File: config.mk
export PLATFORM = sky130hd
export DESIGN_NAME = nlcm_lane
export DESIGN_NICKNAME = d
export VERILOG_FILES = /design/src/rtl/nearest_lab_color_match_top_defines.svh /design/src/rtl/nlcm_pkg.sv /design/src/rtl/nlcm_lane.sv
export SDC_FILE = /design/constraint.sdc
export NUM_CORES = 2
export LEC_CHECK = 0
export ABC_CLOCK_PERIOD_IN_PS = 8250
export BUFFER_PORTS_ARGS = -buffer_cell sky130_fd_sc_hd__buf_2
export CORE_ASPECT_RATIO = 0.7
export CORE_UTILIZATION = 47
export DETAILED_ROUTE_END_ITERATION = 7
export SKIP_LAST_GASP = 1
export SLEW_MARGIN = 40
export SYNTH_ARGS = -nofsm -noshare
export SYNTH_HDL_FRONTEND = slang
export SYNTH_SLANG_ARGS = --single-unit
File: constraint.sdc
create_clock -name clk -period 8.25 [get_ports clk]
set_input_delay 0.825 -clock clk [delete_from_list [all_inputs] [get_ports clk]]
set_output_delay 0.825 -clock clk [all_outputs]
set_load 0.02 [all_outputs]
File: src/rtl/nearest_lab_color_match_top_defines.svh
// Assertion macros shared by the nearest Lab color match RTL.
// Included by modules that carry concurrent checks; needs clk and rst_n in scope.
`ifndef NEAREST_LAB_COLOR_MATCH_TOP_DEFINES_SVH
`define NEAREST_LAB_COLOR_MATCH_TOP_DEFINES_SVH

// Check that is held off while reset is asserted
`define NLCM_ASSERT_RST(label, prop, msg) \
  label: assert property (@(posedge clk) disable iff (!rst_n) (prop)) else $error(msg);

// Check that also holds during reset
`define NLCM_ASSERT_ALL(label, prop, msg) \
  label: assert property (@(posedge clk) (prop)) else $error(msg);

`endif

File: src/rtl/nlcm_pkg.sv
// Shared types, widths and the reference Lab color table for the color matcher.
// No dependencies.
package nlcm_pkg;

  // Field widths
  localparam int unsigned L_W      = 17;
  localparam int unsigned AB_W     = 18;
  localparam int unsigned IDX_W    = 4;
  localparam int unsigned DE_W     = 19;
  localparam int unsigned DIFF_W   = 19;
  localparam int unsigned SQ_W     = 2 * DIFF_W;
  localparam int unsigned ROM_SIZE = 16;
  localparam int unsigned NUM_REFS_DEF = 16;

  // Output queue
  localparam int unsigned FIFO_DEPTH = 32;
  localparam int unsigned FIFO_AW    = $clog2(FIFO_DEPTH);

  typedef logic signed [DIFF_W-1:0] comp_t;
  typedef logic [SQ_W-1:0]          sq_t;
  typedef logic [IDX_W-1:0]         idx_t;

  // Candidate in the minimum search; off marks an unused reference slot
  typedef struct packed {
    logic off;
    sq_t  sq;
    idx_t idx;
  } cand_t;

  // Winner handed to the square root pipe
  typedef struct packed {
    sq_t  sq;
    idx_t idx;
  } best_t;

  // Finished result
  typedef struct packed {
    idx_t            idx;
    logic [DE_W-1:0] root;
  } res_t;

  // Reference colors in thousandths: White, Black, Gray, Red, Orange, Yellow,
  // Green, Cyan, Blue, Purple, Magenta, Pink, Brown, Beige, Olive, Navy
  localparam comp_t REF_L [ROM_SIZE] = '{
    19'sd100000, 19'sd0,     19'sd53585, 19'sd54287,
    19'sd70209,  19'sd88712, 19'sd50775, 19'sd66127,
    19'sd31210,  19'sd33024, 19'sd46136, 19'sd72239,
    19'sd33958,  19'sd75232, 19'sd45206, 19'sd13863
  };
  localparam comp_t REF_A [ROM_SIZE] = '{
    19'sd8,      19'sd0,      19'sd5,      19'sd80825,
    19'sd39796,  19'sd519,    -19'sd47200, -19'sd39000,
    19'sd31460,  19'sd47490,  19'sd68848,  19'sd37497,
    19'sd15283,  19'sd6935,   -19'sd8065,  19'sd14539
  };
  localparam comp_t REF_B [ROM_SIZE] = '{
    19'sd4,      19'sd0,      19'sd2,      19'sd69913,
    19'sd76101,  19'sd87379,  19'sd32718,  -19'sd11516,
    -19'sd77889, -19'sd44679, -19'sd16850, -19'sd619,
    19'sd25261,  19'sd24683,  19'sd45507,  -19'sd38182
  };

  // Pick the smaller key; the left (lower index) side wins a tie
  function automatic cand_t pick_min(input cand_t lhs, input cand_t rhs);
    if ({rhs.off, rhs.sq} < {lhs.off, lhs.sq}) begin
      return rhs;
    end
    return lhs;
  endfunction

endpackage

File: src/rtl/nlcm_lane.sv
// One distance lane: difference, squares and squared distance to one reference.
// Depends on nlcm_pkg. Three register stages, no stall.
module nlcm_lane (
  input  logic                            clk,
  input  logic [nlcm_pkg::L_W-1:0]        lightness,
  input  logic signed [nlcm_pkg::AB_W-1:0] green_red,
  input  logic signed [nlcm_pkg::AB_W-1:0] blue_yellow,
  input  nlcm_pkg::comp_t                 ref_l,
  input  nlcm_pkg::comp_t                 ref_a,
  input  nlcm_pkg::comp_t                 ref_b,
  output nlcm_pkg::sq_t                   dist_sq
);
  import nlcm_pkg::*;

  comp_t dl_r, da_r, db_r;
  comp_t dl_nxt, da_nxt, db_nxt;
  logic signed [SQ_W-1:0] pl_nxt, pa_nxt, pb_nxt;
  sq_t   pl_r, pa_r, pb_r;
  sq_t   sum_r, sum_nxt;

  // Stage 1: component differences
  always_comb begin
    dl_nxt = $signed({{(DIFF_W-L_W){1'b0}}, lightness}) - ref_l;
    da_nxt = $signed({{(DIFF_W-AB_W){green_red[AB_W-1]}}, green_red}) - ref_a;
    db_nxt = $signed({{(DIFF_W-AB_W){blue_yellow[AB_W-1]}}, blue_yellow}) - ref_b;
  end

  // Stage 2: squares, one multiplier per component
  always_comb begin
    pl_nxt = dl_r * dl_r;
    pa_nxt = da_r * da_r;
    pb_nxt = db_r * db_r;
  end

  // Stage 3: squared distance, each term below 2^36 so no carry out
  assign sum_nxt = pl_r + pa_r + pb_r;

  always_ff @(posedge clk) begin
    dl_r  <= dl_nxt;
    da_r  <= da_nxt;
    db_r  <= db_nxt;
    pl_r  <= sq_t'(pl_nxt);
    pa_r  <= sq_t'(pa_nxt);
    pb_r  <= sq_t'(pb_nxt);
    sum_r <= sum_nxt;
  end

  assign dist_sq = sum_r;

endmodule

Word-level counts from Yosys, hierarchy flattened

Cells that the tools add are included.
W data, S select, Z words.

ROM bits: 0
Memory bits (writable): 0
Memories: 0
Flip-flop bits (word level): 209
Output and inout port bits: 38
Bits in latches: 0

Bitwise gates (word level): 0
Multiplexer cells: 0
$mul: 3
Eq/ne operators: 0
Add/sub/neg operators: 5
Div/mod/pow operators: 0
Magnitude comparators: 0
Shift-type cells: 0
Reductions and logical operators: 0

Operators with widths:

| cell             | count |
|---|---|
| $mul A19 B19 Y38 | 3 |
| $add A38 B38 Y38 | 2 |
| $sub A18 B19 Y19 | 3 |

Logic depth before layout (Yosys ltp)

Word-level depth: 2
Depth in mapped cells: 26

Worst setup path after synthesis

No wires, ideal clock.

Kind: reg-to-reg
Start point: register da_r[18]
End point: register pa_r[34]
Data required time: 8119 ps
Library setup time: 131 ps
Data arrival time: 6759 ps
Stages on the path, launching flop included: 25
Buffers on the path: 2
Slack: 1359 ps
Cell sequence: dfxtp_1 -> clkbuf_1 -> clkbuf_1 -> nand2_1 -> fa_1 -> inv_1 -> fa_1 -> inv_1 -> fa_1 -> inv_1 -> fa_1 -> fa_1 -> fa_1 -> ha_1 -> ha_1 -> a21oi_1 -> a21boi_0 -> a311oi_1 -> o21ai_1 -> a211o_1 -> o31ai_4 -> o22ai_1 -> o31ai_2 -> mux2i_1 -> o211ai_1

Longest elaborated chain between the ends: 1

RTL lines:

| element                | RTL line        | RTL |
|---|---|---|
| start, declared        | nlcm_lane.sv:15 | `comp_t dl_r, da_r, db_r;` |
| start signal, assigned | nlcm_lane.sv:40 | `da_r <= da_nxt;` |
| $mul A19 B19 Y38       | nlcm_lane.sv:31 | `pa_nxt = da_r * da_r;` |
| net pa_nxt[34]         | nlcm_lane.sv:17 | `logic signed [SQ_W-1:0] pl_nxt, pa_nxt, pb_nxt;` |
| end signal, assigned   | nlcm_lane.sv:43 | `pa_r <= sq_t'(pa_nxt);` |
| end, declared          | nlcm_lane.sv:18 | `sq_t pl_r, pa_r, pb_r;` |

The timed path passes the listed nets, and every way through them passes these cells.

Final worst setup path

Start point: register da_r[2]
End point: register pa_r[34]

The elaborated chain is that of the path after synthesis.

==> results list <==
- The die covers 97,700 um^2.
- The flow ran to the end, and the final reports show no timing, DRC or antenna violations.
- The worst setup path is launched from a flip-flop.
- Critical path, cell by cell: nand2_1 > fa_1 > inv_1 > fa_1 > inv_1 > fa_1 > inv_1 > fa_1 > fa_1 > fa_1 > ha_1 > ha_1 > a21oi_1 > a21boi_0 > a311oi_1 > o21ai_1 > a211o_1 > o31ai_4 > o22ai_1 > o31ai_2 > mux2i_1 > o211ai_1
- Worst hold slack across all endpoints: 0.447 ns
- Commonest non-fill, non-tap cell in the layout: inv_1
- 149 I/O pins were placed.
* Largest stage delay, worst path: 0.80 ns
- On the critical path the largest part of the delay comes from adder cells.
- Of all cell types, the one taking the most synthesized area is fa_1.
- The clock passes through at most 3 buffers.
- Post-CTS Setup Repair Bufs: 0
- Layout cell share with drive strength beyond 1: 0.0631
- The area growth from synthesis to layout is 7.29%.
- Synthesized area divided by synthesized cell count: 9.70 um^2
- Across the run, the number of max-cap violations was 0.
- Share of the cycle needed by the critical path after routing: 0.922
- Detailed Route Iter0 Violations: 1,897
* Length of the first detailed-routing pass in iterations: 6
* Final routed DRC violation total: 0
- Setup violation total in the final timing report: 0
- After clock tree synthesis, the clock-pin slew on the worst setup and hold paths is 0.06 ns.
- After synthesis the netlist holds a flip-flop and latch count of 206.
- The share of the Yosys chip area taken by registers is 0.0910.
- Total wire length after detailed routing: 104,000 um
- Commonest non-fill, non-tap cells in the layout: inv_1 (1,201), fa_1 (1,027), ha_1 (484)
- Placed insts: 6,034
- In the final routed layout, each cell accounts on average for 17.1 um.
- The routed design could run at a clock period as short as 7.60 ns.
- Slew Viols, Final: 0
- Post-synthesis instance area: 45,300 um^2
- The number of antenna diodes in the final layout is 0.
* Least setup slack across all paths after layout: 0.645 ns
* Via count: 30,300
- Counting flops with an async set or reset pin after synthesis yields a share of 0.
- For this configuration, the core starts out at a cell density of 0.479.
* Via count of the first global-routing pass: 32,200
* Floorplan die width: 373 um
- In this run the vertical extent of the chip is 262 um.
- The clock drives 206 sinks.
* Number of levels the H-tree was split into: 1
* Startpoint-to-endpoint class of the critical path: flip-flop to flip-flop
* RSZ-0062 raised after global routing: false
- For the worst-skew pair, the clock arrives at the later sink with an insertion delay of 0.60 ns.
* # nets final: 6,437
- After floorplanning, the core was sized to cover 94,700 um^2.
* Final number of hold-violating endpoints: 0
- In this run, CTS created clock tree buffers numbering 27.
- Total GRT Usage: 0.227
* Share of Yosys cell area claimed by the top area cell type: 0.454
- After clock tree synthesis, the flow added hold-fix buffers numbering 0.
* Antenna violations before repair: 1
* Maximum clock frequency: 131 MHz
* Number of distinct library cells after synthesis: 74
- Counting stages on the worst path, the most repeated cell is fa_1.
- Together, buffers and inverters on the worst path number 3.
* Placed wire-length estimate: 91,800 um
- Number of rows in the core area: 94
- For the worst setup path, the data arrival time is 8.06 ns.
- Post-Syn Instances: 4,669
- The worst hold path belongs to the class input port to flip-flop.
- For this run the aggregate overflow at the end of global routing stands at 0.
* Resized Gates After CTS: 0
* Worst-margin pin slew: 0.751 ns
- Entering global routing, the biggest net connects 34 pins.
* Number of warnings reported in the yosys synthesis log: 0
* Worst path slowest cell: dfxtp_1
- Of all nets on the critical path, the largest fanout is 14.
- Cells taking the most area after synthesis: fa_1 (45%), ha_1 (13%), inv_1 (10%)
- Before CTS, the worst setup slack after placement is 0.780 ns.
- Placer congestion estimate: 0.903
- The count of buffers added on input and output ports is 148.
* Worst path required time: 8.71 ns
- The root buffer cell chosen for the clock tree is clkbuf_16.
- Type of element capturing the critical path: flip-flop
- Number of synthesized flops with an enable pin: 0
- For the final database, setup skew stands at 0.0279 ns.
- Global-route wire length before repair: 174,000 um
- For this run, the number of standard cells in the final layout without fillers is 6,083.
- Max transition margin: 0.499
- For the final routed database, the setup TNS stands at 0 ns.
- TritonCTS built the clock tree.
- After detailed routing, the number of vias per cell comes to 4.98.
- In this run the remaining antenna-violating nets after routing total 0.
- Top FF cell, synth: dfxtp_1
==> area by class of cell <==
class	count	area (um^2)
inverters	1202	4510
clock inverters	10	70.1
clock buffers	39	781
flip-flops and latches	206	4130
well taps	1248	1560
fillers	8729	46100
repair buffers	216	1250
multi-input cells	3162	36300
==> logic make-up after synthesis <==
| group | Yosys count | synth area share |
|---|---|---|
| mux | 7 | 0.00155 |
| xor+xnor | 240 | 0.0464 |
| simple gates | 932 | 0.0960 |
| other cells | 1 | 0.0000828 |
| compound gates | 469 | 0.0695 |
| flops | 206 | 0.0910 |
| buf+inv | 1303 | 0.108 |
| fa+ha+maj | 1511 | 0.587 |
==> worst register-to-register path: cells and delay by family, from the launching register on <==
kind	cells	cell delay (ns)
fa+ha+maj	8	3.80
compound gates	9	2.21
flops	1	0.80
buf+inv	3	0.25
mux	1	0.23
simple gates	1	0.21
==> cells in the mapped netlist, types with 10 or more instances <==
cell      instances
o21bai_1         19
nor2_1          163
a31o_2           16
or2_2            12
a211oi_1         16
nor2b_1          61
a21o_1           80
a31oi_1          10
nor3_1           25
nand2_1         409
inv_1          1201
a21oi_1         145
clkbuf_1         97
xnor2_1         175
nand2b_1         39
dfxtp_1         206
ha_1            484
o21a_1           17
o21ai_0          47
fa_1           1027
o21ai_1          34
xor2_1           65
nand3_1          33
and3_1           16
and2_1          146
==> per-stage QoR <==
| stage | util | instance area (um^2) |
|---|---|---|
| after detailed placement | 0.504 | 47700 |
| after global routing | 0.513 | 48600 |
| final | 0.513 | 48600 |
| after CTS | 0.513 | 48600 |
| after floorplan | - | 45300 |
| after global placement | 0.504 | 47700 |
==> state kept, by name, indices dropped and copies added, names as in the netlist <==
register and count:
pl_r 37, pb_r 37, dist_sq 38, pa_r 37
da_r 19, dl_r 19, db_r 19
==> final timing paths <==
kind | from | end | slack, ns | cells past startpoint
setup / recovery | da_r[2] | pa_r[34] | 0.65 | 22
setup reg to reg | da_r[2] | pa_r[34] | 0.65 | 22
hold reg to reg | dl_r[0] | pl_r[0] | 0.59 | 1
hold / removal | ref_l[18] | dl_r[18] | 0.45 | 2
==> per-layer routing <==
| metal | routed length [um] | up-vias | share of wire | global-route usage |
|---|---|---|---|---|
| li1 | - | 14300 | - | - |
| met5 | 0 | - | 0 | 0 |
| met4 | 1060 | 0 | 0.010 | 0.0263 |
| met1 | 54200 | 15100 | 0.52 | 0.365 |
| met3 | 7250 | 61 | 0.070 | 0.0427 |
| met2 | 41700 | 761 | 0.40 | 0.321 |
Power is left out: the tool's default activity adds up to more than one toggle a clock period on the data nets, which glitch-free logic cannot reach.
