File: src/rtl/nearest_lab_color_match_top_defines.svh
// Assertion macros shared by the nearest Lab color match RTL.
// Included by modules that carry concurrent checks; needs clk and rst_n in scope.
`ifndef NEAREST_LAB_COLOR_MATCH_TOP_DEFINES_SVH
`define NEAREST_LAB_COLOR_MATCH_TOP_DEFINES_SVH

// Check that is held off while reset is asserted
`define NLCM_ASSERT_RST(label, prop, msg) \
  label: assert property (@(posedge clk) disable iff (!rst_n) (prop)) else $error(msg);

// Check that also holds during reset
`define NLCM_ASSERT_ALL(label, prop, msg) \
  label: assert property (@(posedge clk) (prop)) else $error(msg);

`endif

File: src/rtl/nlcm_pkg.sv
// Shared types, widths and the reference Lab color table for the color matcher.
// No dependencies.
package nlcm_pkg;

  // Field widths
  localparam int unsigned L_W      = 17;
  localparam int unsigned AB_W     = 18;
  localparam int unsigned IDX_W    = 4;
  localparam int unsigned DE_W     = 19;
  localparam int unsigned DIFF_W   = 19;
  localparam int unsigned SQ_W     = 2 * DIFF_W;
  localparam int unsigned ROM_SIZE = 16;
  localparam int unsigned NUM_REFS_DEF = 16;

  // Output queue
  localparam int unsigned FIFO_DEPTH = 32;
  localparam int unsigned FIFO_AW    = $clog2(FIFO_DEPTH);

  typedef logic signed [DIFF_W-1:0] comp_t;
  typedef logic [SQ_W-1:0]          sq_t;
  typedef logic [IDX_W-1:0]         idx_t;

  // Candidate in the minimum search; off marks an unused reference slot
  typedef struct packed {
    logic off;
    sq_t  sq;
    idx_t idx;
  } cand_t;

  // Winner handed to the square root pipe
  typedef struct packed {
    sq_t  sq;
    idx_t idx;
  } best_t;

  // Finished result
  typedef struct packed {
    idx_t            idx;
    logic [DE_W-1:0] root;
  } res_t;

  // Reference colors in thousandths: White, Black, Gray, Red, Orange, Yellow,
  // Green, Cyan, Blue, Purple, Magenta, Pink, Brown, Beige, Olive, Navy
  localparam comp_t REF_L [ROM_SIZE] = '{
    19'sd100000, 19'sd0,     19'sd53585, 19'sd54287,
    19'sd70209,  19'sd88712, 19'sd50775, 19'sd66127,
    19'sd31210,  19'sd33024, 19'sd46136, 19'sd72239,
    19'sd33958,  19'sd75232, 19'sd45206, 19'sd13863
  };
  localparam comp_t REF_A [ROM_SIZE] = '{
    19'sd8,      19'sd0,      19'sd5,      19'sd80825,
    19'sd39796,  19'sd519,    -19'sd47200, -19'sd39000,
    19'sd31460,  19'sd47490,  19'sd68848,  19'sd37497,
    19'sd15283,  19'sd6935,   -19'sd8065,  19'sd14539
  };
  localparam comp_t REF_B [ROM_SIZE] = '{
    19'sd4,      19'sd0,      19'sd2,      19'sd69913,
    19'sd76101,  19'sd87379,  19'sd32718,  -19'sd11516,
    -19'sd77889, -19'sd44679, -19'sd16850, -19'sd619,
    19'sd25261,  19'sd24683,  19'sd45507,  -19'sd38182
  };

  // Pick the smaller key; the left (lower index) side wins a tie
  function automatic cand_t pick_min(input cand_t lhs, input cand_t rhs);
    if ({rhs.off, rhs.sq} < {lhs.off, lhs.sq}) begin
      return rhs;
    end
    return lhs;
  endfunction

endpackage

File: src/rtl/nlcm_min_tree.sv
// Registered minimum tree over the reference candidates, lowest index on ties.
// Depends on nlcm_pkg. Two register stages, two compare levels each.
module nlcm_min_tree (
  input  logic              clk,
  input  logic              rst_n,
  input  logic              cand_vld,
  input  nlcm_pkg::cand_t   cands [nlcm_pkg::ROM_SIZE],
  output logic              best_vld,
  output nlcm_pkg::best_t   best
);
  import nlcm_pkg::*;

  localparam int unsigned N1 = ROM_SIZE / 2;
  localparam int unsigned N2 = ROM_SIZE / 4;
  localparam int unsigned N3 = ROM_SIZE / 8;

  cand_t lvl1 [N1];
  cand_t lvl2_nxt [N2];
  cand_t lvl2_r [N2];
  cand_t lvl3 [N3];
  cand_t win_nxt, win_r;
  logic  vld_a_r, vld_b_r;

  // Levels 1 and 2 ahead of the first register
  always_comb begin
    for (int i = 0; i < N1; i++) begin
      lvl1[i] = pick_min(cands[2*i], cands[2*i+1]);
    end
    for (int i = 0; i < N2; i++) begin
      lvl2_nxt[i] = pick_min(lvl1[2*i], lvl1[2*i+1]);
    end
  end

  // Levels 3 and 4 ahead of the second register
  always_comb begin
    for (int i = 0; i < N3; i++) begin
      lvl3[i] = pick_min(lvl2_r[2*i], lvl2_r[2*i+1]);
    end
    win_nxt = pick_min(lvl3[0], lvl3[1]);
  end

  always_ff @(posedge clk) begin
    lvl2_r <= lvl2_nxt;
    win_r  <= win_nxt;
  end

  always_ff @(posedge clk) begin
    if (!rst_n) begin
      vld_a_r <= 1'b0;
      vld_b_r <= 1'b0;
    end else begin
      vld_a_r <= cand_vld;
      vld_b_r <= vld_a_r;
    end
  end

  assign best_vld = vld_b_r;
  assign best.sq  = win_r.sq;
  assign best.idx = win_r.idx;

endmodule

File: config.mk
export PLATFORM = sky130hd
export DESIGN_NAME = nlcm_min_tree
export DESIGN_NICKNAME = d
export VERILOG_FILES = /design/src/rtl/nearest_lab_color_match_top_defines.svh /design/src/rtl/nlcm_pkg.sv /design/src/rtl/nlcm_min_tree.sv
export SDC_FILE = /design/constraint.sdc
export NUM_CORES = 1
export LEC_CHECK = 0
export ABC_AREA = 1
export BUFFER_PORTS_ARGS = -buffer_cell sky130_fd_sc_hd__buf_2
export CAP_MARGIN = 20
export CORE_AREA = 2 2 282 284
export DETAILED_ROUTE_END_ITERATION = 10
export DIE_AREA = 0 0 284 286
export PLACE_DENSITY = 0.62
export SYNTH_ARGS = -nofsm -noshare
export SYNTH_HDL_FRONTEND = slang
export SYNTH_SLANG_ARGS = --single-unit
File: constraint.sdc
create_clock -name clk -period 3.7 [get_ports clk]
set_input_delay 0.555 -clock clk [delete_from_list [all_inputs] [get_ports clk]]
set_output_delay 0.555 -clock clk [all_outputs]
set_load 0.005 [all_outputs]
# [Word-level counts from Yosys, hierarchy flattened]
# Cells that the tools add are included.
[word_totals] out_inout_bits=43 word_cells=76 reg_bits=216
[classes] magnitude_cmp=15 muxes=45
[ops] operator="43-bit 2-to-1 mux" count=28
[ops] operator="39-bit less-than comparator" count=15
[ops] operator="42-bit 2-to-1 mux" count=2
[ops] operator="1-bit 2-to-1 mux" count=15

# [Depth between registers and ports, before layout]
[logic_depth] ltp_word=6 ltp_mapped=29 ltp_nobuf=27

# [Least setup slack after synthesis]
# Ideal clock, no wire load.
[synth_timing] path_type="input to register" startpoint="input cands[601] in the netlist's numbering" endpoint="register lvl2_r[131] in the netlist's numbering" path_slack_ns=-0.120 t_required_ns=3.641 n_path_buf=3 arrival_ns=3.761 cell_stages=23 path_cell_list="inv_1 > ha_1 > nand2_1 > nor2_1 > nand2_1 > nor2_1 > nand3_1 > nor2_1 > nor2_1 > nand2_2 > clkbuf_1 > nor2_1 > a21oi_1 > ha_1 > a21oi_1 > o21ai_0 > a221oi_1 > a21boi_0 > and3_1 > clkbuf_1 > clkbuf_1 > nand3_1 > nand2_1"
[synth_lines] item="from (decl)" line="nlcm_min_tree.sv:7" source="input nlcm_pkg::cand_t cands [nlcm_pkg::ROM_SIZE],"
[synth_lines] item="to (signal assigned)" line="nlcm_min_tree.sv:43" source="lvl2_r <= lvl2_nxt;"
[synth_lines] item="to (decl)" line="nlcm_min_tree.sv:19" source="cand_t lvl2_r [N2];"

==> results.py <==
metrics = {
    "outcome": {
        "outcome": "complete, but fails checks",
        "failed_checks": "setup timing",
    },
    "synth": {
        "synth_enable_flop_cells": 0,
        "synth_sequential_area_ratio": 0.158,
        "synth-simple-area-share": 0.291,
        "ys_types": 35,
        "flops_latches_synth": 216,
        "netlist_area_sq_um": 27300,
        "muxShareOfSynthArea": 0.0165,
        "synth-compound-area-share": 0.137,
        "synth.yosys.warnings": 0,
        "avgSynthCellArea_sq_um": 6.16,
        "synth_top_cells_by_area": "ha_1, nand2_1, dfxtp_1",
        "synthMostInstantiatedCell": "nand2_1",
        "synth_top_family_by_area": "simple AND/OR/NAND/NOR gates",
        "netlist_top_cells_count": "nand2_1, inv_1, ha_1",
        "synth_adder_area_share": 0.261,
        "synth_top_flop_cell": "dfxtp_1",
        "cell_type_with_the_largest_total_area_after_synthesis": "ha_1",
        "asyncSetResetFlopFracSynth": 0,
        "synth_top_cell_area_share": 0.261,
        "syn_nets": 5694,
        "synth_xor_xnor_area_share": 0,
        "syn_inst": 4433,
    },
    "pwr": {
        "power_uw": 29000,
        "internal_power_uw": 15700,
        "switching_power_uw": 13300,
        "comb_power_share": 0.762,
        "max-vdd-ir-drop_mv": 0.941,
        "power.share.switching": 0.458,
        "seq_power_share": 0.148,
        "pwr_density_cell_nw_per_um2": 645,
        "total_leakage_power_uw": 0.0255,
        "clock_power_share": 0.090,
    },
    "sta": {
        "finalHoldViolations": 0,
        "min_period_over_period": 1.05,
        "max_freq_ghz": 0.257,
        "fin_ws_ns": -0.190,
        "clock-skew-final_ns": 0.0214,
        "grt_setup_unrepaired": "yes",
        "worst_slew_pin_tran_ns": 0.494,
        "number_of_max_slew_violations_in_the_final_report": 0,
        "timing.final.crit_period_ns": 3.89,
        "timing.slew.headroom": 0.667,
        "finalSetupViolCount": 70,
    },
    "global_routing": {
        "global_route_congestion_overflow_total": 0,
        "global_route_wire_length_before_repair_um": 171000,
        "antenna_violations_before_repair": 15,
        "grt_start_max_net_pins": 51,
        "first_global_vias": 32900,
        "gr-usage-all-layers": 0.264,
    },
    "routing": {
        "drt-initial-drc-count": 1674,
        "drt-total-wl_um": 119000,
        "firstDrtPassIters": 7,
        "ant_nets": 0,
        "route.detailed.wl_per_inst_um": 16.5,
        "post-route-drc-count": 0,
        "detail_route.vias_per_cell": 4.81,
        "vias": 34700,
    },
    "layout": {
        "multiInputGateArea_sq_um": 22300,
        "layout.area.seq_sq_um": 4450,
        "fillCellCount": 7326,
        "syn_to_final_growth_pct": 64.8,
        "final_cell_count_no_fill": 7213,
        "layout-drive-gt1-share": 0.406,
        "nets": 7394,
    },
    "floorplanning": {
        "rows": 103,
        "die_height_um": 286,
        "core_region_area_sq_um": 78400,
        "initial_utilization": 0.348,
        "dieArea_sq_um": 81200,
        "top_level_ports": 734,
        "floorplan.die.width_um": 284,
    },
    "placement": {
        "place_hpwl_um": 96200,
        "final_weighted_congestion_in_routability_driven_placement": 0.945,
        "port-buffer-count": 733,
        "place_inst": 7033,
    },
    "cts": {
        "cts_root_buffer_type": "clkbuf_16",
        "tritoncts": "built",
        "cts.sink_count": 216,
        "largest_buffer_count_on_any_clock_path": 3,
        "ctsHoldBuffers": 0,
        "clock_latency_of_the_later_clocked_register_in_the_worst_skew_pair_ns": 0.55,
        "h-tree-depth": 1,
        "worst_setup_hold_path_clk_slew_ns": 0.06,
        "cts-buffers-inserted": 26,
    },
    "worst_setup_path": {
        "setup.worst_path.start_class": "register",
        "data_required_time_of_the_worst_path_ns": 4.13,
        "timing.reg2reg.setup_slack_ns": -0.19,
        "critPathArrivalTime_ns": 4.32,
        "reg2regPathDepth": 25,
        "critical_path_class": "reg -> reg",
        "crit-reg2reg-launch": "lvl2_r[33]",
        "endpoint_kind": "register",
        "path_max_fanout": 9,
        "r2r_end": "best[16]",
    },
    "hold_path": {
        "min_to": "vld_a_r",
        "min-delay-path-class": "in -> reg",
        "timing.hold.worst_path_depth": 3,
        "worst_hold_startpoint": "cand_vld",
    },
    "flow_run": {
        "maxCapViolCount": 0,
    },
}
## cells by family (layout without fill, tap and decap cells)
| family | after synthesis | count (layout) |
|---|---|---|
| flip-flops | 216 | 216 |
| AO/OA/AOI/OAI | 704 | 704 |
| other | 0 | 10 |
| multiplexers | 40 | 40 |
| adder cells (fa/ha/maj) | 570 | 570 |
| AND/OR/NAND/NOR | 1975 | 1985 |
| buffers and inverters | 928 | 2638 |
## worst max path at each step
stage,startpoint,endpoint,slack [ns],depth (start not counted)
floorplan,cands[429],lvl2_r[120],0.004,24
global placement,cands[612],lvl2_r[154],-0.84,23
detailed placement,cands[650],lvl2_r[140],-0.85,26
CTS,lvl2_r[167],best[35],-0.08,27
global route,lvl2_r[84],best[16],-0.33,25
finish,lvl2_r[33],best[16],-0.19,25
## metrics by stage
stage | utilization | cell area [sq um] | TNS (ns) | hold WS (ns) | setup slack (ns)
2_1_floorplan | - | 27300 | 0 | 0.390 | 0.00450
3_3_place_gp | 0.498 | 39000 | -135.27 | 0.402 | -0.843
3_5_place_dp | 0.498 | 39000 | -142.01 | 0.411 | -0.846
4_1_cts | 0.528 | 41400 | -1.00 | 0.180 | -0.0820
5_1_grt | 0.574 | 45000 | -33.37 | 0.200 | -0.328
6_report | 0.574 | 45000 | -4.48 | 0.205 | -0.190
## power by group through the flow
stage                     clock [uW]  combinational (uW)  sequential (uW)
after floorplan                    0                8660             3720
after CTS                       2680               19200             4130
after detailed placement           0               15700             4090
after global routing            2780               24000             4350
after global placement             0               15500             4100
final                           2620               22100             4290
## final cells by class
cell class | instances | share of cell area
Antenna cell | 10 | 0.000556
Clock inverter | 14 | 0.00339
Sequential cell | 216 | 0.0989
Tap cell | 1050 | 0.0292
Clock buffer | 34 | 0.0165
Inverter | 787 | 0.0660
Timing Repair Buffer | 1803 | 0.289
Multi-Input combinational cell | 3299 | 0.496
## cell usage in the layout (no fill, tap or decap), types with 41 or more instances in the layout
| cell | synthesis | layout |
|---|---|---|
| nand2_1 | 1287 | 1175 |
| buf_4 | 17 | 955 |
| inv_1 | 787 | 724 |
| buf_2 | 11 | 721 |
| ha_1 | 570 | 474 |
| a21oi_1 | 412 | 329 |
| nor2_1 | 372 | 297 |
| nand3_1 | 247 | 231 |
| dfxtp_1 | 216 | 154 |
| o21ai_0 | 217 | 129 |
| nand2_2 | 10 | 104 |
| ha_4 | 0 | 95 |
| a21oi_2 | 0 | 70 |
| inv_2 | 0 | 58 |
| buf_6 | 20 | 49 |
| o21ai_1 | 0 | 47 |
| clkbuf_16 | 0 | 44 |
| dfxtp_2 | 0 | 44 |
| nor2_2 | 0 | 41 |
## flip-flops by register name, indices dropped and copies added, names as in the netlist
name and count:
vld_a_r 1, best 42, lvl2_r 172, best_vld 1
## timing repair
action,CTS,global route
pin swaps,45,160
gates resized for setup,252,656
cloned,17,26
setup buffers,31,50
setup endpoints to repair,214,214
## metal layers
metal | GRT usage | part of all wire
met5 | 0 | 0.00020
met4 | 0.0857 | 0.040
met3 | 0.0172 | 0.044
met2 | 0.473 | 0.49
met1 | 0.336 | 0.42
## worst max-delay path: stages, from the launching register on
cell      delay (ns)
dfxtp_1         0.42
ha_1            0.27
nand2_2         0.11
a21oi_1         0.05
nor2_1          0.08
nand2_1         0.07
nand2_1         0.08
nand2_2         0.09
nor2_4          0.21
nand2_4         0.14
buf_6           0.17
buf_16          0.13
a21oi_4         0.23
ha_4            0.24
a21oi_2         0.11
nor2_1          0.07
a211oi_2        0.20
o21ai_1         0.11
nand3_2         0.10
a31oi_4         0.09
nor2_4          0.22
nand2_8         0.14
buf_12          0.15
buf_16          0.13
nand2_1         0.08
nand2_1         0.05
No activity file was read; power rests on OpenSTA's default activity.
