===== config.mk =====
export PLATFORM = sky130hd
export DESIGN_NAME = nlcm_isqrt
export DESIGN_NICKNAME = d
export VERILOG_FILES = /design/src/rtl/nearest_lab_color_match_top_defines.svh /design/src/rtl/nlcm_pkg.sv /design/src/rtl/nlcm_isqrt.sv
export SDC_FILE = /design/constraint.sdc
export NUM_CORES = 1
export LEC_CHECK = 0
export BUFFER_PORTS_ARGS = -buffer_cell sky130_fd_sc_hd__buf_2
export CAP_MARGIN = 10
export CORE_MARGIN = 4
export CORE_UTILIZATION = 42
export DETAILED_ROUTE_END_ITERATION = 8
export GPL_ROUTABILITY_DRIVEN = 1
export PLACE_DENSITY = 0.59
export SYNTH_ARGS = -nofsm -noshare
export SYNTH_HDL_FRONTEND = slang
export SYNTH_SLANG_ARGS = --single-unit
export TNS_END_PERCENT = 50

===== constraint.sdc =====
create_clock -name clk -period 3.9 [get_ports clk]
set_input_delay 0.39 -clock clk [delete_from_list [all_inputs] [get_ports clk]]
set_output_delay 0.39 -clock clk [all_outputs]
set_load 0.01 [all_outputs]

===== src/rtl/nearest_lab_color_match_top_defines.svh =====
// Assertion macros shared by the nearest Lab color match RTL.
// Included by modules that carry concurrent checks; needs clk and rst_n in scope.
`ifndef NEAREST_LAB_COLOR_MATCH_TOP_DEFINES_SVH
`define NEAREST_LAB_COLOR_MATCH_TOP_DEFINES_SVH

// Check that is held off while reset is asserted
`define NLCM_ASSERT_RST(label, prop, msg) \
  label: assert property (@(posedge clk) disable iff (!rst_n) (prop)) else $error(msg);

// Check that also holds during reset
`define NLCM_ASSERT_ALL(label, prop, msg) \
  label: assert property (@(posedge clk) (prop)) else $error(msg);

`endif


===== src/rtl/nlcm_pkg.sv =====
// Shared types, widths and the reference Lab color table for the color matcher.
// No dependencies.
package nlcm_pkg;

  // Field widths
  localparam int unsigned L_W      = 17;
  localparam int unsigned AB_W     = 18;
  localparam int unsigned IDX_W    = 4;
  localparam int unsigned DE_W     = 19;
  localparam int unsigned DIFF_W   = 19;
  localparam int unsigned SQ_W     = 2 * DIFF_W;
  localparam int unsigned ROM_SIZE = 16;
  localparam int unsigned NUM_REFS_DEF = 16;

  // Output queue
  localparam int unsigned FIFO_DEPTH = 32;
  localparam int unsigned FIFO_AW    = $clog2(FIFO_DEPTH);

  typedef logic signed [DIFF_W-1:0] comp_t;
  typedef logic [SQ_W-1:0]          sq_t;
  typedef logic [IDX_W-1:0]         idx_t;

  // Candidate in the minimum search; off marks an unused reference slot
  typedef struct packed {
    logic off;
    sq_t  sq;
    idx_t idx;
  } cand_t;

  // Winner handed to the square root pipe
  typedef struct packed {
    sq_t  sq;
    idx_t idx;
  } best_t;

  // Finished result
  typedef struct packed {
    idx_t            idx;
    logic [DE_W-1:0] root;
  } res_t;

  // Reference colors in thousandths: White, Black, Gray, Red, Orange, Yellow,
  // Green, Cyan, Blue, Purple, Magenta, Pink, Brown, Beige, Olive, Navy
  localparam comp_t REF_L [ROM_SIZE] = '{
    19'sd100000, 19'sd0,     19'sd53585, 19'sd54287,
    19'sd70209,  19'sd88712, 19'sd50775, 19'sd66127,
    19'sd31210,  19'sd33024, 19'sd46136, 19'sd72239,
    19'sd33958,  19'sd75232, 19'sd45206, 19'sd13863
  };
  localparam comp_t REF_A [ROM_SIZE] = '{
    19'sd8,      19'sd0,      19'sd5,      19'sd80825,
    19'sd39796,  19'sd519,    -19'sd47200, -19'sd39000,
    19'sd31460,  19'sd47490,  19'sd68848,  19'sd37497,
    19'sd15283,  19'sd6935,   -19'sd8065,  19'sd14539
  };
  localparam comp_t REF_B [ROM_SIZE] = '{
    19'sd4,      19'sd0,      19'sd2,      19'sd69913,
    19'sd76101,  19'sd87379,  19'sd32718,  -19'sd11516,
    -19'sd77889, -19'sd44679, -19'sd16850, -19'sd619,
    19'sd25261,  19'sd24683,  19'sd45507,  -19'sd38182
  };

  // Pick the smaller key; the left (lower index) side wins a tie
  function automatic cand_t pick_min(input cand_t lhs, input cand_t rhs);
    if ({rhs.off, rhs.sq} < {lhs.off, lhs.sq}) begin
      return rhs;
    end
    return lhs;
  endfunction

endpackage


===== src/rtl/nlcm_isqrt.sv =====
// Pipelined floor square root, one result bit per stage, index carried along.
// Depends on nlcm_pkg. DE_W register stages.
module nlcm_isqrt (
  input  logic            clk,
  input  logic            rst_n,
  input  logic            best_vld,
  input  nlcm_pkg::best_t best,
  output logic            res_vld,
  output nlcm_pkg::res_t  res
);
  import nlcm_pkg::*;

  localparam int unsigned TRIAL_W = SQ_W + 2;

  // Stage boundaries: entry 0 is the input, entry s+1 the register of stage s
  logic [SQ_W-1:0] stg_rem  [DE_W+1];
  logic [DE_W-1:0] stg_root [DE_W+1];
  idx_t            stg_idx  [DE_W+1];
  logic            stg_vld  [DE_W+1];

  assign stg_rem[0]  = best.sq;
  assign stg_root[0] = '0;
  assign stg_idx[0]  = best.idx;
  assign stg_vld[0]  = best_vld;

  for (genvar s = 0; s < DE_W; s++) begin : g_stage
    localparam int unsigned BIT = DE_W - 1 - s;

    logic [TRIAL_W-1:0] trial, rem_ext;
    logic [SQ_W-1:0]    rem_r, rem_nxt;
    logic [DE_W-1:0]    root_r, root_nxt;
    idx_t               idx_r;
    logic               vld_r;

    // rem holds sq - root^2; setting bit BIT adds root*2^(BIT+1) + 2^(2*BIT)
    always_comb begin
      rem_ext = {{(TRIAL_W-SQ_W){1'b0}}, stg_rem[s]};
      trial   = ({{(TRIAL_W-DE_W){1'b0}}, stg_root[s]} << (BIT + 1))
              + (TRIAL_W'(1) << (2 * BIT));
      if (rem_ext >= trial) begin
        rem_nxt  = SQ_W'(rem_ext - trial);
        root_nxt = stg_root[s] | (DE_W'(1) << BIT);
      end else begin
        rem_nxt  = stg_rem[s];
        root_nxt = stg_root[s];
      end
    end

    always_ff @(posedge clk) begin
      rem_r  <= rem_nxt;
      root_r <= root_nxt;
      idx_r  <= stg_idx[s];
    end

    always_ff @(posedge clk) begin
      if (!rst_n) begin
        vld_r <= 1'b0;
      end else begin
        vld_r <= stg_vld[s];
      end
    end

    assign stg_rem[s+1]  = rem_r;
    assign stg_root[s+1] = root_r;
    assign stg_idx[s+1]  = idx_r;
    assign stg_vld[s+1]  = vld_r;
  end

  assign res_vld  = stg_vld[DE_W];
  assign res.idx  = stg_idx[DE_W];
  assign res.root = stg_root[DE_W];

endmodule


# Word level (Yosys, flattened, before mapping)
# Index checks and enable logic that the tools add are counted.
# Widths: inputs -> output; s select.
classes:
  muxes: 19
  magnitude_cmp: 19
  addsub: 36
ops:
  columns: ["op", "n"]
  rows:
  - ["$mux 38", 18]
  - ["$add 37x35->38 const B", 1]
  - ["$ge 38x21->1", 1]
  - ["$ge 38x22->1", 1]
  - ["$ge 38x23->1", 1]
  - ["$ge 38x24->1", 1]
  - ["$ge 38x25->1", 1]
  - ["$ge 38x26->1", 1]
  - ["$ge 38x27->1", 1]
  - ["$ge 38x28->1", 1]
  - ["$ge 38x29->1", 1]
  - ["$ge 38x30->1", 1]
  - ["$ge 38x31->1", 1]
  - ["$ge 38x32->1", 1]
  - ["$ge 38x33->1", 1]
  - ["$ge 38x34->1", 1]
  - ["$ge 38x35->1", 1]
  - ["$ge 38x36->1", 1]
  - ["$ge 38x37->1", 1]
  - ["$ge 38x37->1 const B", 1]
  - ["$ge 38x38->1", 1]
  - ["$sub 38x22->38", 1]
  - ["$sub 38x23->38", 1]
  - ["$sub 38x24->38", 1]
  - ["33 further kinds", 33]
word_totals:
  elab_cells: 167
  out_inout_bits: 24
  reg_bits: 1140
  in_bits: 45

# Logic depth before layout (Yosys ltp)
# Gate-level depths: netlist of run 1.
depth:
  ltp_word: 3
  depth_mapped: 13
  mapped_depth_nobuf: 11

# Worst setup path before layout of run 1
# Ideal clock, no wire load.
synth_path:
  path_kind: "flip-flop to flip-flop"
  start: "register g_stage[15].root_r[4]"
  end: "register g_stage[16].rem_r[29]"
  path_stages_with_launch: 11
  arrival_ns: 2.577
  synth_period_minus_slack_ns: 2.697
  path_buffers: 1
  required_time_ns: 3.780
  path_slack_ns: 1.203
  path_cell_list: "dfxtp_1 inv_1 ha_1 or4b_2 or4_1 nand2_1 nor2b_1 buf_2 a211oi_1 o2111ai_1 xnor2_1"
synth_via:
  elab_chain_len: 3
  elab_cells_between_ends: 4
  classes_between: "add/sub: 2; order compare: 1; mux: 1"
synth_lines:
  columns: ["element", "line", "source"]
  rows:
  - ["start, declared", "nlcm_isqrt.sv:31", "logic [DE_W-1:0] root_r, root_nxt;"]
  - ["start signal, assigned", "nlcm_isqrt.sv:51", "root_r <= root_nxt;"]
  - ["$add 22x5->23 *", "nlcm_isqrt.sv:39", "+ (TRIAL_W'(1) << (2 * BIT));"]
  - ["$sub 38x23->38 / $ge 38x23->1 (equally long branches)", "nlcm_isqrt.sv:41, nlcm_isqrt.sv:40", null]
  - ["$mux 38 *", "nlcm_isqrt.sv:40", "if (rem_ext >= trial) begin"]
  - ["via g_stage[16].rem_nxt[29]", "nlcm_isqrt.sv:30", "logic [SQ_W-1:0] rem_r, rem_nxt;"]
  - ["end signal, assigned", "nlcm_isqrt.sv:50", "rem_r <= rem_nxt;"]
  - ["end, declared", "nlcm_isqrt.sv:30", null]
# The timed path passes the listed nets; every way through them passes the cells marked *.
# A chain may end at the register's enable or synchronous reset.

# Final worst setup path of run 1
layout_path:
  start: "register g_stage[14].root_r[16]"
  end: "register g_stage[15].rem_r[36]"
layout_via:
  elab_chain_len: 3
  elab_cells_between_ends: 4
  classes_between: "add/sub: 2; order compare: 1; mux: 1"
layout_lines:
  columns: ["element", "line"]
  rows:
  - ["start, declared", "nlcm_isqrt.sv:31"]
  - ["start signal, assigned", "nlcm_isqrt.sv:51"]
  - ["$add 23x7->24 *", "nlcm_isqrt.sv:39"]
  - ["$sub 38x24->38 / $ge 38x24->1 (equally long branches)", "nlcm_isqrt.sv:41, nlcm_isqrt.sv:40"]
  - ["$mux 38 *", "nlcm_isqrt.sv:40"]
  - ["via g_stage[15].rem_nxt[36]", "nlcm_isqrt.sv:30"]
  - ["end signal, assigned", "nlcm_isqrt.sv:50"]
  - ["end, declared", "nlcm_isqrt.sv:30"]
# Marked as above.

==> results of run 1 <==
final cells by class:
cell class                      count  area share (%)
Sequential cell                   969            48.3
Timing Repair Buffer              136            2.39
Tap cell                         1070            3.34
Clock buffer                      124            6.55
Clock inverter                     54            2.07
Multi-Input combinational cell   2037            35.0
Inverter                          249            2.33
worst reg2reg max path, stage by stage, from the launching register on:
cell and delay (ns):
dfxtp_1 0.33, inv_1 0.04, ha_1 0.38, nand4b_1 0.32, or4_1 0.57, nor3_1 0.45, a211oi_2 0.18, and3_2 0.22
buf_4 0.21, a2111oi_0 0.52, xor2_1 0.13
per-layer routing:
| metal | global-route usage, % | vias up | routed length, µm |
|---|---|---|---|
| met4 | 7.42 | 0 | 3250 |
| li1 | - | 11801 | - |
| met5 | 0 | - | 0 |
| met3 | 2.55 | 168 | 1880 |
| met1 | 16.6 | 10364 | 27400 |
| met2 | 31.2 | 313 | 36500 |
through the flow:
stage / setup slack (ns) / cell area [µm²] / power (mW) / utilization [%]
3_5_place_dp: 0.370 / 36200 / 21.3 / 44.3
2_1_floorplan: 1.20 / 34600 / 19.3 / -
6_report: 0.381 / 40100 / 30.8 / 49.0
5_1_grt: 0.156 / 40100 / 32.8 / 49.0
4_1_cts: 0.320 / 40100 / 31.2 / 49.0
3_3_place_gp: 0.366 / 36200 / 21.3 / 44.3
where the power goes:
part	total (mW)	internal [mW]	leakage (nW)	switching, mW
Combinational	7.43	3.46	8.15	3.97
Sequential	13.7	12.1	8.12	1.59
Clock	9.69	5.77	1.64	3.92
registers in the layout (all words and copies together), names as in the netlist:
name,flops
g_stage.rem_r,684
g_stage.root_r,190
g_stage.idx_r,76
g_stage.vld_r,18
res_vld,1
kinds of logic (layout without fill, tap and decap cells):
group | Yosys count | count (layout) | share of synthesized area, %
flip-flops | 969 | 969 | 56.0
AND/OR/NAND/NOR | 939 | 939 | 14.4
AO/OA/AOI/OAI | 588 | 588 | 10.8
XOR/XNOR | 278 | 278 | 7.03
buffers and inverters | 298 | 563 | 3.45
adder cells (fa/ha/maj) | 205 | 205 | 7.41
multiplexers | 27 | 27 | 0.853
layout by cell type, fill, tap and decap left out, types with 13 or more instances in the layout:
cell	count
or3_1	38
nor4_1	99
and2_1	32
clkinvlp_4	14
nand2_1	228
o21a_1	47
a21oi_1	138
nor4b_1	16
buf_4	24
nand4_1	30
dfxtp_1	969
buf_2	68
xor2_1	150
bufinv_16	14
inv_1	248
nand2b_1	52
a211oi_1	23
a21o_1	48
nor3_1	108
o211ai_1	15
nor2_1	163
clkbuf_16	96
mux2_2	19
o31ai_1	25
or4_1	26
dlygate4sd3_1	44
nor2b_1	35
clkbuf_1	16
or2_2	15
xnor2_1	128
nand3_1	33
ha_1	205
o21ai_0	186
clkinv_2	13
worst max-delay path by stage:
stage | startpoint | end | slack [ns] | cells after the start
CTS | g_stage[14].root_r[16]$_DFF_P_ | g_stage[15].rem_r[36]$_DFF_P_ | 0.32 | 10
global route | g_stage[14].root_r[16]$_DFF_P_ | g_stage[15].rem_r[36]$_DFF_P_ | 0.16 | 10
detailed placement | g_stage[14].root_r[16]$_DFF_P_ | g_stage[15].rem_r[36]$_DFF_P_ | 0.37 | 10
global placement | g_stage[14].root_r[16]$_DFF_P_ | g_stage[15].rem_r[27]$_DFF_P_ | 0.37 | 10
finish | g_stage[14].root_r[16]$_DFF_P_ | g_stage[15].rem_r[36]$_DFF_P_ | 0.38 | 10
floorplan | g_stage[15].root_r[4]$_DFF_P_ | g_stage[16].rem_r[29]$_DFF_P_ | 1.20 | 10
==> metrics, run 1 <==
status=finished, final reports clean; Yosys warnings=0; min cycle time layout=3.52 ns; port bufs=68; CTS Buf Count=96; VDD IR max=0.495 mV; WHS Endpoint=g_stage[17].vld_r$_SDFF_PN0_; # clock sinks=969; number of flops mapped to enable cells by yosys=0; core area=0.0818 mm²; final slew viol count=0; row cnt=105; P_leak=17.9 nW; Post-CTS Resized=0; arrival time worst endpoint=3.99 ns; P per Cell Area=768 mW/mm²; Commonest cells post-synth=969 x dfxtp_1, 248 x inv_1, 228 x nand2_1; sequential area share after synthesis=56.0%; worst skew pair latency=0.68 ns; worst slew pin tran=0.925 ns; Antenna Nets Post-Route=0; Hold Path Class=in -> reg; Layout Nets=3,739; pin count of the biggest net entering global routing=36; GRT overflow=0; Max Clk Rate=0.284 GHz; Post-Syn Nets=3,554; Yosys top cell by area=dfxtp_1; crit path kind=reg -> reg; R2R setup slack=0.38 ns; slowest CP cell=or4_1; antenna violations before repair=0; FF+latch area=0.0194 mm²; most common cell in the synthesized netlist=dfxtp_1; hold slack final=0.136 ns; post-synth top area share=56.0%; syn_area_per_cell=10.5 µm²; Vias=22,646; Post-Syn Instances=3,304; dominant cells by area after synthesis=dfxtp_1 56%, ha_1 7.4%, xor2_1 3.8%; Setup Fix Bufs, Post-CTS=0; Overall Global Routing Usage=16.0%; hold_sp=rst_n; cell chain of the critical path=inv_1 -> ha_1 -> nand4b_1 -> or4_1 -> nor3_1 -> a211oi_2 -> and3_2 -> buf_4 -> a2111oi_0 -> xor2_1; Clock Skew=0.0463 ns; drt total wl=69.0 mm; Yosys cell types=88; I/O Pins=69; Max-slew headroom=37.8%; routability cong.=0.871; hpwl dp=53.0 mm; antenna cell count=0; DRT Pass-1 Iters=5; RR Startpoint=g_stage[14].root_r[16]$_DFF_P_; die height=295 µm; synthesized flop and latch total=969; Clock Tree Root=clkbuf_16; DRT iter0 DRCs=1,003; H-tree levels=3; vias per inst=4.88; Top Family by Delay on Critical Path=simple AND/OR/NAND/NOR gates; Hold Crit Depth=2; vias in the first global route=23,193; first-pass GRT wire length=114 mm; worst-path maximum fanout=21; CTS clk-pin slew, worst paths=0.06 ns; multi-input logic area=0.0140 mm²; final setup violation count=0; reg-to-reg critical path endpoint=g_stage[15].rem_r[36]$_DFF_P_; fillers=7,485; WP data required=4.37 ns; placed cell count=4,417; wire per inst=14.9 µm; P&R area growth vs syn=15.9%; Hold Fails Final Rpt=0; Syn Std Cell Area=0.0346 mm²; fraction of registers with async set/reset=0%; Finished Layout Cells=4,639; max cap viols=0; hold_buf cts=44; Primary FF master, synth=dfxtp_1; Die Footprint=0.0871 mm²; buffer and inverter count on the worst path=2; layout cell share with drive strength beyond 1=9.11%; RSZ-0062 raised after global routing=no; total negative slack=0 ns; Die W=295 µm; startpoint types=flip-flop; TritonCTS clock tree=built; clk buf depth=3; Starting Density=42.3%; DRC violations left=0; reg2reg path depth=10; Tcrit/Tclk final=90.2%; crit-path max cell delay=0.57 ns; critical path capture point type=flip-flop
(Power assumes the default switching activity.)
==> inputs of run 2 (changes only) <==
ABC_AREA = 1   (was default)
PLACE_DENSITY = 0.61   (was 0.59)
clock period = 3.2 ns   (was 3.9 ns; I/O delays follow)
==> metrics, run 2 <==
status=finished, final reports clean; RR Startpoint=g_stage[14].root_r[13]$_DFF_P_; TritonCTS clock tree=built; P_leak=22.0 nW (+23%); DRT Pass-1 Iters=6 (+1); Die W=316 µm (+6.9%); P&R area growth vs syn=14.1%; Max-slew headroom=47.2% (+9.4 points); critical path capture point type=flip-flop; WP data required=3.70 ns (-0.67 ns); most frequent cells in the layout=1,286 x nand2_1, 969 x dfxtp_1, 678 x inv_1; max cap viols=0 (unchanged); Tcrit/Tclk final=87.0% (-3.2 points); first-pass GRT wire length=161 mm (+41%); crit path kind=reg -> reg; Starting Density=42.4% (+0.14 points); Power, Total=42.9 mW (+39%); wire per inst=15.1 µm (+1.7%); die height=316 µm (+6.9%); post-synth top area share=48.8% (-7.2 points); startpoint types=flip-flop; CTS Buf Count=97 (+1.0%); Max Clk Rate=0.359 GHz (+26%); Die Footprint=0.0996 mm² (+14%); crit path launch=g_stage[14].root_r[13]$_DFF_P_; Primary FF master, synth=dfxtp_1; Vias=31,656 (+40%); reg2reg path depth=11 (+1); fraction of registers with async set/reset=0% (unchanged); hpwl dp=78.7 mm (+48%); H-tree levels=3 (unchanged); Clock Skew=0.0856 ns (+0.0394 ns); worst-path maximum fanout=20 (-4.8%); final setup violation count=0 (unchanged); row cnt=112 (+6.7%); CTS clk-pin slew, worst paths=0.06 ns (about the same); port bufs=68 (unchanged); worst slew pin tran=0.792 ns (-0.133 ns); VDD IR max=0.624 mV (+26%); DRC violations left=0 (unchanged); Hold Crit Depth=2 (unchanged); Antenna Nets Post-Route=0 (unchanged); Hold Path Class=in -> reg; worst skew pair latency=0.70 ns (+0.02 ns); synthesized flop and latch total=969 (unchanged); P per Cell Area=947 mW/mm² (+23%); min cycle time layout=2.78 ns (-0.734 ns); RSZ-0062 raised after global routing=no; Largest register FFs=684 (unchanged); syn_area_per_cell=7.92 µm² (-24%); Commonest cells post-synth=1,286 x nand2_1, 969 x dfxtp_1, 678 x inv_1; layout cell share with drive strength beyond 1=6.55% (-2.6 points); arrival time worst endpoint=3.29 ns (-0.70 ns); routability cong.=0.914 (+5.0%); Hold Fails Final Rpt=0 (unchanged); clk buf depth=3 (unchanged); Clock Tree Root=clkbuf_16; total negative slack=0 ns (unchanged); # clock sinks=969 (unchanged); Layout Nets=5,448 (+46%); pin count of the biggest net entering global routing=32 (-11%); core area=0.0936 mm² (+14%); Overall Global Routing Usage=19.8% (+3.9 points); biggest regs=g_stage.rem_r (684), g_stage.root_r (190), g_stage.idx_r (76); vias in the first global route=30,918 (+33%); most common cell after layout, fill and taps aside=nand2_1; Yosys top cell by area=dfxtp_1; antenna cell count=0 (unchanged); Yosys cell types=52 (-41%); Syn Std Cell Area=0.0397 mm² (+15%); drt total wl=98.9 mm (+43%); Yosys warnings=0 (unchanged); Post-Syn Nets=5,263 (+48%); I/O Pins=69 (unchanged); hold_sp=best[1]; antenna violations before repair=2 (+2); reg-to-reg critical path endpoint=g_stage[15].rem_r[32]$_DFF_P_; vias per inst=4.84 (-0.79%); WHS Endpoint=g_stage[0].idx_r[1]$_DFF_P_; Top reg by flops=g_stage.rem_r; final slew viol count=0 (unchanged); DRT iter0 DRCs=1,942 (+94%); GRT overflow=0 (unchanged); sequential area share after synthesis=48.8% (-7.2 points); Post-Syn Instances=5,013 (+52%); number of flops mapped to enable cells by yosys=0 (unchanged); most common cell in the synthesized netlist=nand2_1; Setup Fix Bufs, Post-CTS=0 (unchanged); dominant cells by area after synthesis=dfxtp_1 49%, nand2_1 12%, ha_1 6.5%; R2R setup slack=0.42 ns (+0.03 ns)
[run 2: report_power, final]
group	switching, mW	internal (mW)	leakage, nW
logic	8.98	5.11	12.2
clock network	4.86	6.85	1.68
registers	2.25	14.9	8.13
total	16.1	26.8	22.0
[run 2: layer usage]
| layer | part of all wire [%] | wire length, µm | global-route usage, % | vias up |
|---|---|---|---|---|
| met3 | 4.0 | 3960 | 2.60 | 168 |
| met5 | 0.010 | 10 | 0 | - |
| li1 | - | - | - | 16421 |
| met1 | 45 | 44800 | 25.5 | 14412 |
| met2 | 48 | 47400 | 34.8 | 653 |
| met4 | 2.7 | 2690 | 6.12 | 2 |
[run 2: what timing repair did]
action                                  4_1_cts  5_1_grt
endpoints found under the setup margin        0       14
gates resized for setup                       0        1
endpoints found under the hold margin        62        0
hold buffers                                 46        0
[run 2: critical path: stages (launching register included)]
cell	delay, ns
dfxtp_1	0.39
inv_1	0.07
ha_1	0.33
a21oi_1	0.24
o21ai_0	0.18
a21oi_1	0.16
nand2_1	0.11
nand2_2	0.10
nand2_4	0.15
nor2_4	0.46
buf_4	0.36
a21oi_2	0.05
[run 2: worst max-delay path by stage]
stage	to	cells past startpoint
floorplan	g_stage[6].rem_r[30]$_DFF_P_	11
global placement	g_stage[14].rem_r[22]$_DFF_P_	12
detailed placement	g_stage[14].rem_r[22]$_DFF_P_	12
CTS	g_stage[14].rem_r[22]$_DFF_P_	12
global route	g_stage[15].rem_r[36]$_DFF_P_	11
finish	g_stage[15].rem_r[32]$_DFF_P_	11
[run 2: layout make-up]
type                       instances  area, µm²
multi-input combinational       3316      17400
timing repair buffer             126        903
clock inverter                    47        622
fill                            9177      48300
clock buffer                     136       2800
tap                             1254       1570
inverter                         688       2590
sequential                       969      19400
[run 2: cells by family (layout without fill, tap and decap cells)]
| group | count (synthesis) | count (layout) | share of synthesized area, % |
|---|---|---|---|
| flops | 969 | 969 | 48.8 |
| simple gates | 2380 | 2380 | 25.6 |
| compound gates | 542 | 542 | 7.62 |
| buf+inv | 728 | 997 | 7.31 |
| xor+xnor | 189 | 189 | 4.17 |
| fa+ha+maj | 205 | 205 | 6.46 |
[run 2: stage by stage]
| step | utilization, % | instance area [µm²] | std cells | hold WS, ns | setup slack (ns) |
|---|---|---|---|---|---|
| after floorplan | - | 39700 | 5013 | 0.310 | 1.31 |
| after detailed placement | 44.2 | 41400 | 6307 | 0.312 | 0.183 |
| final | 48.4 | 45300 | 6536 | 0.248 | 0.416 |
| after CTS | 48.4 | 45300 | 6536 | 0.198 | 0.0892 |
| after global placement | 44.2 | 41400 | 6307 | 0.310 | 0.273 |
| after global routing | 48.4 | 45300 | 6536 | 0.222 | 0.213 |
